### src/hw/rtl/fresnel_dielectric_reflectance_top_defines.svh
// Assertion macros for the Fresnel reflectance block.
// Used by the top level; depends on nothing else.
`ifndef FRESNEL_DIELECTRIC_REFLECTANCE_TOP_DEFINES_SVH
`define FRESNEL_DIELECTRIC_REFLECTANCE_TOP_DEFINES_SVH

// Implication checked at every clock edge outside reset.
`define FDR_ASSERT_IMP(lbl, ante, cons) \
	lbl: assert property (@(posedge clk) disable iff (!arst_n) (ante) |-> (cons)) \
		else $error("fdr assertion failed");

// Condition that must hold at every clock edge outside reset.
`define FDR_ASSERT_ALWAYS(lbl, cond) \
	lbl: assert property (@(posedge clk) disable iff (!arst_n) 1'b1 |-> (cond)) \
		else $error("fdr assertion failed");

`endif

### src/hw/rtl/fdr_pkg.sv
// Shared constants and types for the Fresnel reflectance pipeline.
// No dependencies.
package fdr_pkg;
	localparam int FRAC_BITS = 16;
	localparam logic [16:0] ONE = 17'd1 << FRAC_BITS;
	localparam logic [32:0] ONE_SQ = 33'd1 << (2 * FRAC_BITS);

	typedef struct packed {
		logic [16:0] c;
		logic [15:0] ei;
		logic [15:0] et;
		logic        tir;
	} tag_t;
endpackage

### src/hw/rtl/fdr_sqrt.sv
// Pipelined integer square root, one result bit per stage, 17 stages.
// Depends on fdr_pkg.
module fdr_sqrt (
	input  logic          clk,
	input  logic          arst_n,
	input  logic          en,
	input  logic          v_in,
	input  logic [32:0]   rad,
	input  fdr_pkg::tag_t tag_in,
	output logic          v_out,
	output logic [16:0]   root,
	output fdr_pkg::tag_t tag_out
);
	logic          v_s   [0:17];
	logic [33:0]   rem_s [0:17];
	logic [33:0]   res_s [0:17];
	fdr_pkg::tag_t tag_s [0:17];

	assign v_s[0]   = v_in;
	assign rem_s[0] = {1'b0, rad};
	assign res_s[0] = '0;
	assign tag_s[0] = tag_in;

	for (genvar k = 0; k < 17; k++) begin : g_stage
		localparam logic [33:0] BIT = 34'd1 << (32 - 2 * k);
		logic [33:0] t;
		logic        take;
		assign t    = res_s[k] + BIT;
		assign take = rem_s[k] >= t;

		always_ff @(posedge clk or negedge arst_n) begin
			if (!arst_n) begin
				v_s[k+1] <= 1'b0;
			end else if (en) begin
				v_s[k+1] <= v_s[k];
			end
		end

		always_ff @(posedge clk) begin
			if (en) begin
				rem_s[k+1] <= take ? rem_s[k] - t : rem_s[k];
				res_s[k+1] <= take ? (res_s[k] >> 1) + BIT : res_s[k] >> 1;
				tag_s[k+1] <= tag_s[k];
			end
		end
	end

	assign v_out   = v_s[17];
	assign root    = res_s[17][16:0];
	assign tag_out = tag_s[17];
endmodule

### config.mk
export PLATFORM = sky130hd
export DESIGN_NAME = fdr_sqrt
export DESIGN_NICKNAME = d
export VERILOG_FILES = /design/src/hw/rtl/fresnel_dielectric_reflectance_top_defines.svh /design/src/hw/rtl/fdr_pkg.sv /design/src/hw/rtl/fdr_sqrt.sv
export SDC_FILE = /design/constraint.sdc
export NUM_CORES = 1
export LEC_CHECK = 0
export BUFFER_PORTS_ARGS = -buffer_cell sky130_fd_sc_hd__buf_2
export CORE_ASPECT_RATIO = 1.5
export CORE_MARGIN = 1.5
export CORE_UTILIZATION = 25
export DETAILED_ROUTE_END_ITERATION = 8
export SYNTH_ARGS = -nofsm -noshare
export SYNTH_HDL_FRONTEND = slang
export SYNTH_SLANG_ARGS = --single-unit
### constraint.sdc
create_clock -name clk -period 3.35 [get_ports clk]
set_input_delay 0.335 -clock clk [delete_from_list [all_inputs] [get_ports clk]]
set_output_delay 0.335 -clock clk [all_outputs]
set_load 0.03 [all_outputs]
==> run metrics <==
die area=240000 um^2; Nets=4071; Final period util=0.974; Worst path max stage delay=0.59 ns; number of core rows=218; WP data required=3.88 ns; critical path startpoint category=flip-flop; crit path capture type=flip-flop; sequential cell area fraction in the yosys report=0.792; Max clock buf depth=3; CTS H-tree lvls=4; min cycle time layout=3.26 ns; RSZ-0062 raised after global routing=no; hold crit path type=in -> reg; fin area=69900 um^2; Syn Inst Count=3428; Setup CP Type=reg -> reg; Post-synth EDFFs=1547; Routed wire per std cell=13.3 um; slew of the pin with the lowest slew margin=0.863 ns; Setup Viol. Count Final=0; Yosys warnings=0; DRC=0; synthesized area=59200 um^2; clock latency on the worst-skew pair=0.79 ns; initial antenna violation count=1; CTS Root Cell=clkbuf_16; Yosys cell types=78; detailed router's first-iteration violation count=1566; CP max FO=5; Area Overhead vs Synth=18.2%; wl on met1=39.1 mm; Fin. Hold Viols=0; Cell Pwr Density=653 nW/um^2; DP HPWL=62.4 mm; max-slew violation count=0; prevailing post-synth register cell=edfxtp_1; Clock transition at path regs=0.07 ns; Crit path max-delay family=compound AO/OA/AOI/OAI gates; TritonCTS clock tree=yes; chip width=400 um; Pwr Total=0.0457 W; Sink Count=1564; share of layout cells above drive strength 1=0.132; mean area per synthesized cell=17.3 um^2; Cells after DPL=6650; RePlAce Congestion=0.844; antenna violation net count after detailed routing=0; Ports=155; run status=finished, final reports clean; P_leak=24.7 nW; grt ovf=0; Layout Utilization=0.297; IO Port Bufs=154; final wirelength=93.4 mm; vias in the first global route=28952; Starting Density=0.252; Critical Path AT=3.79 ns; die span in y=599 um; largest net degree at the start of global routing=160; Reg2Reg Setup Slack=0.09 ns; first-pass GRT wire length=148 mm; vias per cell=3.99; TNS Setup=0 ns; placed cell area=64100 um^2; CP max-delay cell=a2111oi_1; Post-Layout Cell Count=7014; Total GRT Usage=0.0762; max_cap viols=0; CP Buf/Inv Count=1; #FFs+latches synth=1564; Via Count=28008; Max Freq=307 MHz; met2 WL=45.8 mm; Max-Slew Margin vs Limit=0.425; max layer used=met4; Core ar.=235000 um^2; crit-path cells=ha_1 -> nor2b_1 -> o31a_1 -> o21ai_0 -> a21oi_2 -> a2111oi_1 -> buf_4 -> and2_1 -> nand2b_1 -> xnor2_1; asr flop ratio synth=0.0109; first drt pass iteration count=5; Max Clock Skew=0.0464 ns; met3 wire length=3.89 mm; maximum VDD drop=0.423 mV; CTS buffer count=159
==> power breakdown <==
group          total, W  switching, W  internal [W]  leakage (nW)
Clock            0.0167       0.00731       0.00941          2.41
Combinational   0.00438       0.00248       0.00190          7.07
Sequential       0.0246      0.000912        0.0237          15.2
==> routing by layer <==
metal  global-route usage  vias to the layer above
met5                    0                        -
met4               0.0449                        0
met3               0.0181                      276
met2                0.134                      577
met1               0.0835                    13358
li1                     -                    13797
==> cell usage in the layout (no fill, tap or decap), drive strengths merged, types with 9 or more instances in the layout <==
| cell | n |
|---|---|
| ha | 166 |
| nor3 | 82 |
| nand2 | 176 |
| mux2 | 40 |
| inv | 213 |
| xnor2 | 109 |
| xor2 | 111 |
| o21a | 40 |
| or3 | 29 |
| o21ai | 130 |
| nor2b | 21 |
| dfrtp | 17 |
| nor4 | 76 |
| a21o | 50 |
| buf | 230 |
| nor2 | 132 |
| mux2i | 10 |
| dlygate4sd3 | 87 |
| or4 | 9 |
| a2111oi | 9 |
| nand4 | 32 |
| nand3 | 15 |
| and2 | 10 |
| edfxtp | 1547 |
| clkinv | 67 |
| a21oi | 118 |
| o211ai | 13 |
| nor4b | 14 |
| nand2b | 38 |
| o31ai | 14 |
| a211oi | 13 |
| clkbuf | 190 |
==> worst paths after layout <==
kind / startpoint / endpoint / depth (start not counted)
setup / recovery: rem_s[144]$_DFFE_PP_ / rem_s[132]$_DFFE_PP_ / 10
hold / removal: tag_in[31] / tag_s[831]$_DFFE_PP_ / 2
setup reg to reg: rem_s[144]$_DFFE_PP_ / rem_s[132]$_DFFE_PP_ / 10
hold reg to reg: tag_s[200]$_DFFE_PP_ / tag_s[150]$_DFFE_PP_ / 0
max in group asynchronous: arst_n / v_s[5]$_DFFE_PN0P_ / 3
min in group asynchronous: arst_n / v_s[16]$_DFFE_PN0P_ / 3
==> cells by family after synthesis <==
kind of cell    share of synthesized area
mux                               0.00931
xor+xnor                           0.0326
buf+inv                            0.0224
fa+ha+maj                          0.0351
other cells                     0.0000634
flops                               0.792
compound gates                     0.0478
simple gates                       0.0604
==> worst reg2reg max path: stages, from the launching register on <==
cell and delay (ns):
edfxtp_1 0.40, ha_1 0.37, nor2b_1 0.18, o31a_1 0.26, o21ai_0 0.38, a21oi_2 0.21
a2111oi_1 0.59, buf_4 0.21, and2_1 0.19, nand2b_1 0.09, xnor2_1 0.13
==> area by class of cell <==
cell class	instances	area, um^2
tap	3080	3850
antenna	1	2.50
inverter	207	777
clock buffer	190	4120
fill	22996	165000
multi-input combinational	1569	11000
sequential	1564	46900
timing repair buffer	317	2440
clock inverter	86	868
==> timing repair <==
action	4_1_cts	5_1_grt
hold endpoints to repair	139	0
resized for setup	0	4
buffers inserted	0	0
setup endpoints to repair	0	11
hold buffers	87	0
==> synth_stat cells (all sizes together) (13+ instances only) <==
master	count	area share
nor4	76	0.0085
nor3	82	0.0071
nand4	32	0.0034
edfxtp	1547	0.79
nor4b	14	0.0022
ha	166	0.035
clkbuf	24	0.0015
or3	29	0.0031
nor2	132	0.0084
o21ai	130	0.011
inv	206	0.013
o21a	40	0.0051
a21o	50	0.0063
nand2	176	0.011
a211oi	13	0.0016
nor2b	21	0.0022
a21oi	118	0.010
xnor2	109	0.016
nand3	15	0.0013
dfrtp	17	0.0072
mux2	40	0.0076
o31ai	14	0.0018
nand2b	38	0.0040
xor2	111	0.016
o211ai	13	0.0016
buf	65	0.0077
==> metrics by stage <==
step                      hold slack, ns  setup slack, ns
final                              0.247           0.0884
after global routing               0.168          0.00691
after CTS                          0.132           0.0898
after detailed placement           0.272            0.115
after global placement             0.258            0.122
after floorplan                   0.0394            0.504
==> sequential cells by signal (all words and copies together) (netlist names) <==
| signal | count |
|---|---|
| tag_s | 800 |
| rem_s | 544 |
| v_s | 16 |
| v_out | 1 |
| tag_out | 50 |
| root | 17 |
| res_s | 136 |
(Power assumes the default switching activity.)
