`src/hw/rtl/fresnel_dielectric_reflectance_top_defines.svh`:
```
// Assertion macros for the Fresnel reflectance block.
// Used by the top level; depends on nothing else.
`ifndef FRESNEL_DIELECTRIC_REFLECTANCE_TOP_DEFINES_SVH
`define FRESNEL_DIELECTRIC_REFLECTANCE_TOP_DEFINES_SVH

// Implication checked at every clock edge outside reset.
`define FDR_ASSERT_IMP(lbl, ante, cons) \
	lbl: assert property (@(posedge clk) disable iff (!arst_n) (ante) |-> (cons)) \
		else $error("fdr assertion failed");

// Condition that must hold at every clock edge outside reset.
`define FDR_ASSERT_ALWAYS(lbl, cond) \
	lbl: assert property (@(posedge clk) disable iff (!arst_n) 1'b1 |-> (cond)) \
		else $error("fdr assertion failed");

`endif

```
`src/hw/rtl/fdr_pkg.sv`:
```
// Shared constants and types for the Fresnel reflectance pipeline.
// No dependencies.
package fdr_pkg;
	localparam int FRAC_BITS = 16;
	localparam logic [16:0] ONE = 17'd1 << FRAC_BITS;
	localparam logic [32:0] ONE_SQ = 33'd1 << (2 * FRAC_BITS);

	typedef struct packed {
		logic [16:0] c;
		logic [15:0] ei;
		logic [15:0] et;
		logic        tir;
	} tag_t;
endpackage

```
`src/hw/rtl/fdr_div.sv`:
```
// Pipelined restoring divider: 17 quotient bits, one per stage.
// Quotient saturates bitwise; depends on fdr_pkg.
module fdr_div (
	input  logic          clk,
	input  logic          arst_n,
	input  logic          en,
	input  logic          v_in,
	input  logic [49:0]   num,
	input  logic [33:0]   den,
	input  fdr_pkg::tag_t tag_in,
	output logic          v_out,
	output logic [16:0]   quo,
	output fdr_pkg::tag_t tag_out
);
	logic          v_s   [0:17];
	logic [49:0]   rem_s [0:17];
	logic [33:0]   den_s [0:17];
	logic [16:0]   quo_s [0:17];
	fdr_pkg::tag_t tag_s [0:17];

	assign v_s[0]   = v_in;
	assign rem_s[0] = num;
	assign den_s[0] = den;
	assign quo_s[0] = '0;
	assign tag_s[0] = tag_in;

	for (genvar i = 0; i < 17; i++) begin : g_stage
		logic [49:0] dk;
		logic        take;
		assign dk   = {den_s[i], 16'd0} >> i;
		assign take = rem_s[i] >= dk;

		always_ff @(posedge clk or negedge arst_n) begin
			if (!arst_n) begin
				v_s[i+1] <= 1'b0;
			end else if (en) begin
				v_s[i+1] <= v_s[i];
			end
		end

		always_ff @(posedge clk) begin
			if (en) begin
				rem_s[i+1] <= take ? rem_s[i] - dk : rem_s[i];
				den_s[i+1] <= den_s[i];
				quo_s[i+1] <= quo_s[i] | ({16'd0, take} << (16 - i));
				tag_s[i+1] <= tag_s[i];
			end
		end
	end

	assign v_out   = v_s[17];
	assign quo     = quo_s[17];
	assign tag_out = tag_s[17];
endmodule
```
`config.mk`:
```
export PLATFORM = sky130hd
export DESIGN_NAME = fdr_div
export DESIGN_NICKNAME = d
export VERILOG_FILES = /design/src/hw/rtl/fresnel_dielectric_reflectance_top_defines.svh /design/src/hw/rtl/fdr_pkg.sv /design/src/hw/rtl/fdr_div.sv
export SDC_FILE = /design/constraint.sdc
export NUM_CORES = 2
export LEC_CHECK = 0
export BUFFER_PORTS_ARGS = -buffer_cell sky130_fd_sc_hd__buf_2
export CAP_MARGIN = 40
export CORE_MARGIN = 2
export CORE_UTILIZATION = 52
export CTS_BUF_LIST = sky130_fd_sc_hd__clkbuf_16
export DETAILED_ROUTE_END_ITERATION = 8
export GPL_TIMING_DRIVEN = 1
export PLACE_DENSITY_LB_ADDON = 0.05
export SLEW_MARGIN = 0
export SYNTH_ARGS = -nofsm -noshare
export SYNTH_HDL_FRONTEND = slang
export SYNTH_SLANG_ARGS = --single-unit
```
`constraint.sdc`:
```
create_clock -name clk -period 4 [get_ports clk]
set_clock_uncertainty 0.1 [all_clocks]
set_input_delay 0.2 -clock clk [delete_from_list [all_inputs] [get_ports clk]]
set_output_delay 0.2 -clock clk [all_outputs]
set_load 0.03 [all_outputs]
```
==> flow_metrics.tcl <==
set metrics [dict create \
    ant_nets 0 \
    grt-ovfl-total 0 \
    syn_to_final_growth_pct 16.6 \
    crit_chain "dlygate4sd3_1, buf_2, ha_1, and3_2, a221oi_4, o211ai_4, a311o_1, a31oi_2, o211a_1, a211oi_2, o22ai_4, buf_4, a311o_1, o32a_1, dlygate4sd3_1" \
    grt_antenna_before_repair 4 \
    cp.buffers_inverters 4 \
    layout.nets 10500 \
    worst_slack_ps 71.5 \
    critPathMaxStageDelay_ps 550 \
    required_ps 4550 \
    critPathKind "input port to flop" \
    synth_common_cells "edfxtp_1 (2347), inv_1 (729), a21oi_1 (680)" \
    clk_path_buf_depth 3 \
    p_sw_share_pct 33.4 \
    ctsHtreeMaxLevel 4 \
    slowest_stage "dlygate4sd3_1" \
    finish.utilization_pct 60.9 \
    r2r_start "rem_s[420]" \
    reg2reg_to "rem_s[393]" \
    rsz0062_at_grt "yes" \
    crit_path_start_kind "input port" \
    post-place-ws_ps -159 \
    grt_pass1_vias 72000 \
    p_comb_share_pct 35.9 \
    globalRouteMet2Util_pct 41.9 \
    critical-path-top-delay-family "compound AO/OA/AOI/OAI gates" \
    ys_warn_count 0 \
    dp.final_hpwl_um 182000 \
    yosysTopAreaCell "edfxtp_1" \
    firstDrtPassIters 6 \
    relSlewSlack_pct 38.6 \
    ir_drop_mv 0.529 \
    worst_r2r_path_depth 13 \
    hold_class "input port to flop" \
    maxCapViolCount 0 \
    initial_core_util_pct 52.2 \
    fp.coreArea_um2 214000 \
    clkSlewWorstSetupHoldPaths_ps 60 \
    status "finished, final reports clean" \
    netlist.area_leader.share_pct 62.9 \
    end_kind "flop" \
    power_density_nw_per_um2 685 \
    syn_area_um2 112000 \
    gp_congestion 0.942 \
    synth_edf_count 2347 \
    synth_seq_cells 2364 \
    setup_viol 0 \
    synth_area_per_cell_um2 12.7 \
    ys_types 101 \
    seqPwrFrac_pct 40.1 \
    drive_gt1_share_pct 12.5 \
    leakage_uw 0.0516 \
    met1_usage_pct 22.1 \
    use_met3_pct 2.74 \
    fp.dieW_um 468 \
    io_buffer_count 205 \
    detail_route.vias_per_cell 5.45 \
    max_freq_ghz 0.255 \
    wire_per_inst_um 18.9 \
    seq_area_frac_synth_pct 63.3 \
    synthFlopType "edfxtp_1" \
    cp.arrival_ps 4480 \
    r2r_setup_slack_ps 130 \
    crit_fanout 15 \
    hold_path.startpoint "num[33]" \
    cts_root_buf "clkbuf_16" \
    io-pin-count 206 \
    grt_first_pass_wirelength_um 376000 \
    cts-buffers-inserted 237 \
    grt-busiest-layer "met2" \
    hold_path_end "rem_s[833]" \
    vias 70000 \
    die_area_um2 219000 \
    fillCellCount 16600 \
    async_flop_share_pct 0.719 \
    synth.area.top_cells "edfxtp_1 (63%), ha_1 (6.5%), a21oi_1 (3.0%)" \
    cts_sinks 2364 \
    p_switching_uw 29900 \
    yosysMostFrequentCell "edfxtp_1" \
    die_h_um 468 \
    worstHoldPathCells 4 \
    power_uw 89400 \
    hold_viol 0 \
    synth_nets 9554 \
    tightest_slew_ps 897 \
    cts_tree "done" \
    globalRouteTotalUtil_pct 21.9 \
    final_max_slew_viol_count 0 \
    grt_max_degree 142 \
    synthCells 8822 \
    period_share_pct 98.2 \
    insertion_delay_ps 900 \
    layout_min_cycle_time_ps 3930 \
    drc 0 \
    power_frac_clock_pct 23.9 \
    drt_iter0_drc 3879 \
    wl_um 243000 \
    p_int_uw 59600 \
    rows 170 \
]
## through the flow
| step | instance area [um2] | std cells | TNS (ps) | hold slack [ps] |
|---|---|---|---|---|
| 2_1_floorplan | 112000 | 8822 | 0 | -196 |
| 3_3_place_gp | 120000 | 12100 | -24230 | 27.3 |
| 3_5_place_dp | 120000 | 12100 | -1810 | 35.4 |
| 4_1_cts | 130000 | 12800 | 0 | 2.56 |
| 5_1_grt | 131000 | 12900 | -236 | 50.9 |
| 6_report | 131000 | 12900 | 0 | 99.2 |
## final cells by class
type                    count  area [um2]  area share (%)
multi-input cells        5430       37300            28.6
flip-flops and latches   2364       70900            54.3
diodes                      8        20.0          0.0153
repair buffers           1034        8420            6.45
clock inverters           206        1680            1.29
inverters                 737        2770            2.12
clock buffers             238        5960            4.56
well taps                2838        3550            2.72
## worst reg2reg max path, delay by kind of cell, from the launching register on
family                   cells  cell delay (ps)
AND/OR/NAND/NOR              5             1250
AO/OA/AOI/OAI                4             1070
flip-flops                   1              410
adder cells (fa/ha/maj)      1              380
buffers and inverters        2              310
XOR/XNOR                     1               80
## worst max path at each step
stage / end / start / cells past startpoint
floorplan: rem_s[103] / rem_s[152] / 13
global placement: rem_s[394] / den_s[301] / 15
detailed placement: rem_s[394] / den_s[301] / 16
CTS: rem_s[348] / rem_s[356] / 13
global route: rem_s[246] / rem_s[254] / 16
finish: rem_s[849] / num[21] / 15
## cell usage in the layout, fill, tap and decap left out, types with 117 or more instances in the layout
master	instances
edfxtp_1	2347
inv_1	790
a21oi_1	676
nand2_1	667
ha_1	576
buf_4	508
nor2_1	432
o21ai_0	412
a21o_1	347
xnor2_1	320
dlygate4sd3_1	284
xor2_1	260
clkbuf_16	239
buf_2	205
o21ai_1	179
nand3_1	129
nand4_1	117
## cells by family (layout without fill, tap and decap cells)
family,after synthesis,count (layout),share of synthesized area (%)
AOI/OAI and AO/OA,2202,2202,12.2
buffers and inverters,1028,2215,3.73
and+or+nand+nor,1960,1960,8.49
adders and majority gates,594,594,6.75
xor gates and xnor gates,580,580,4.54
muxes,94,94,0.940
DFF,2364,2364,63.3
other,0,8,0
## registers in the layout, summed over array words and instances, names as in the netlist
signal / cells
den_s: 544
quo: 17
quo_s: 136
rem_s: 800
tag_out: 50
tag_s: 800
v_out: 1
v_s: 16
## repair_timing
| action | CTS | global route |
|---|---|---|
| endpoints found under the hold margin | 318 | 0 |
| pin swaps | 1 | 12 |
| gates resized for setup | 1 | 51 |
| hold buffers | 284 | 0 |
| gates cloned | 0 | 1 |
| buffers inserted | 1 | 5 |
| endpoints found under the setup margin | 18 | 239 |
## power groups by stage
stage          Sequential, uW  Combinational [uW]  Clock [uW]
2_1_floorplan           35300               22100           0
3_3_place_gp            36400               31100           0
3_5_place_dp            36400               31500           0
4_1_cts                 35900               31900       22000
5_1_grt                 36300               35600       22900
6_report                35900               32100       21400
## routing by layer
layer / vias to the layer above / part of all wire, %
li1: 34700 / -
met2: 1452 / 53
met1: 33200 / 36
met3: 712 / 2.7
met5: - / 0
met4: 0 / 7.4
Note: power is estimated with default switching activity, not from simulation.
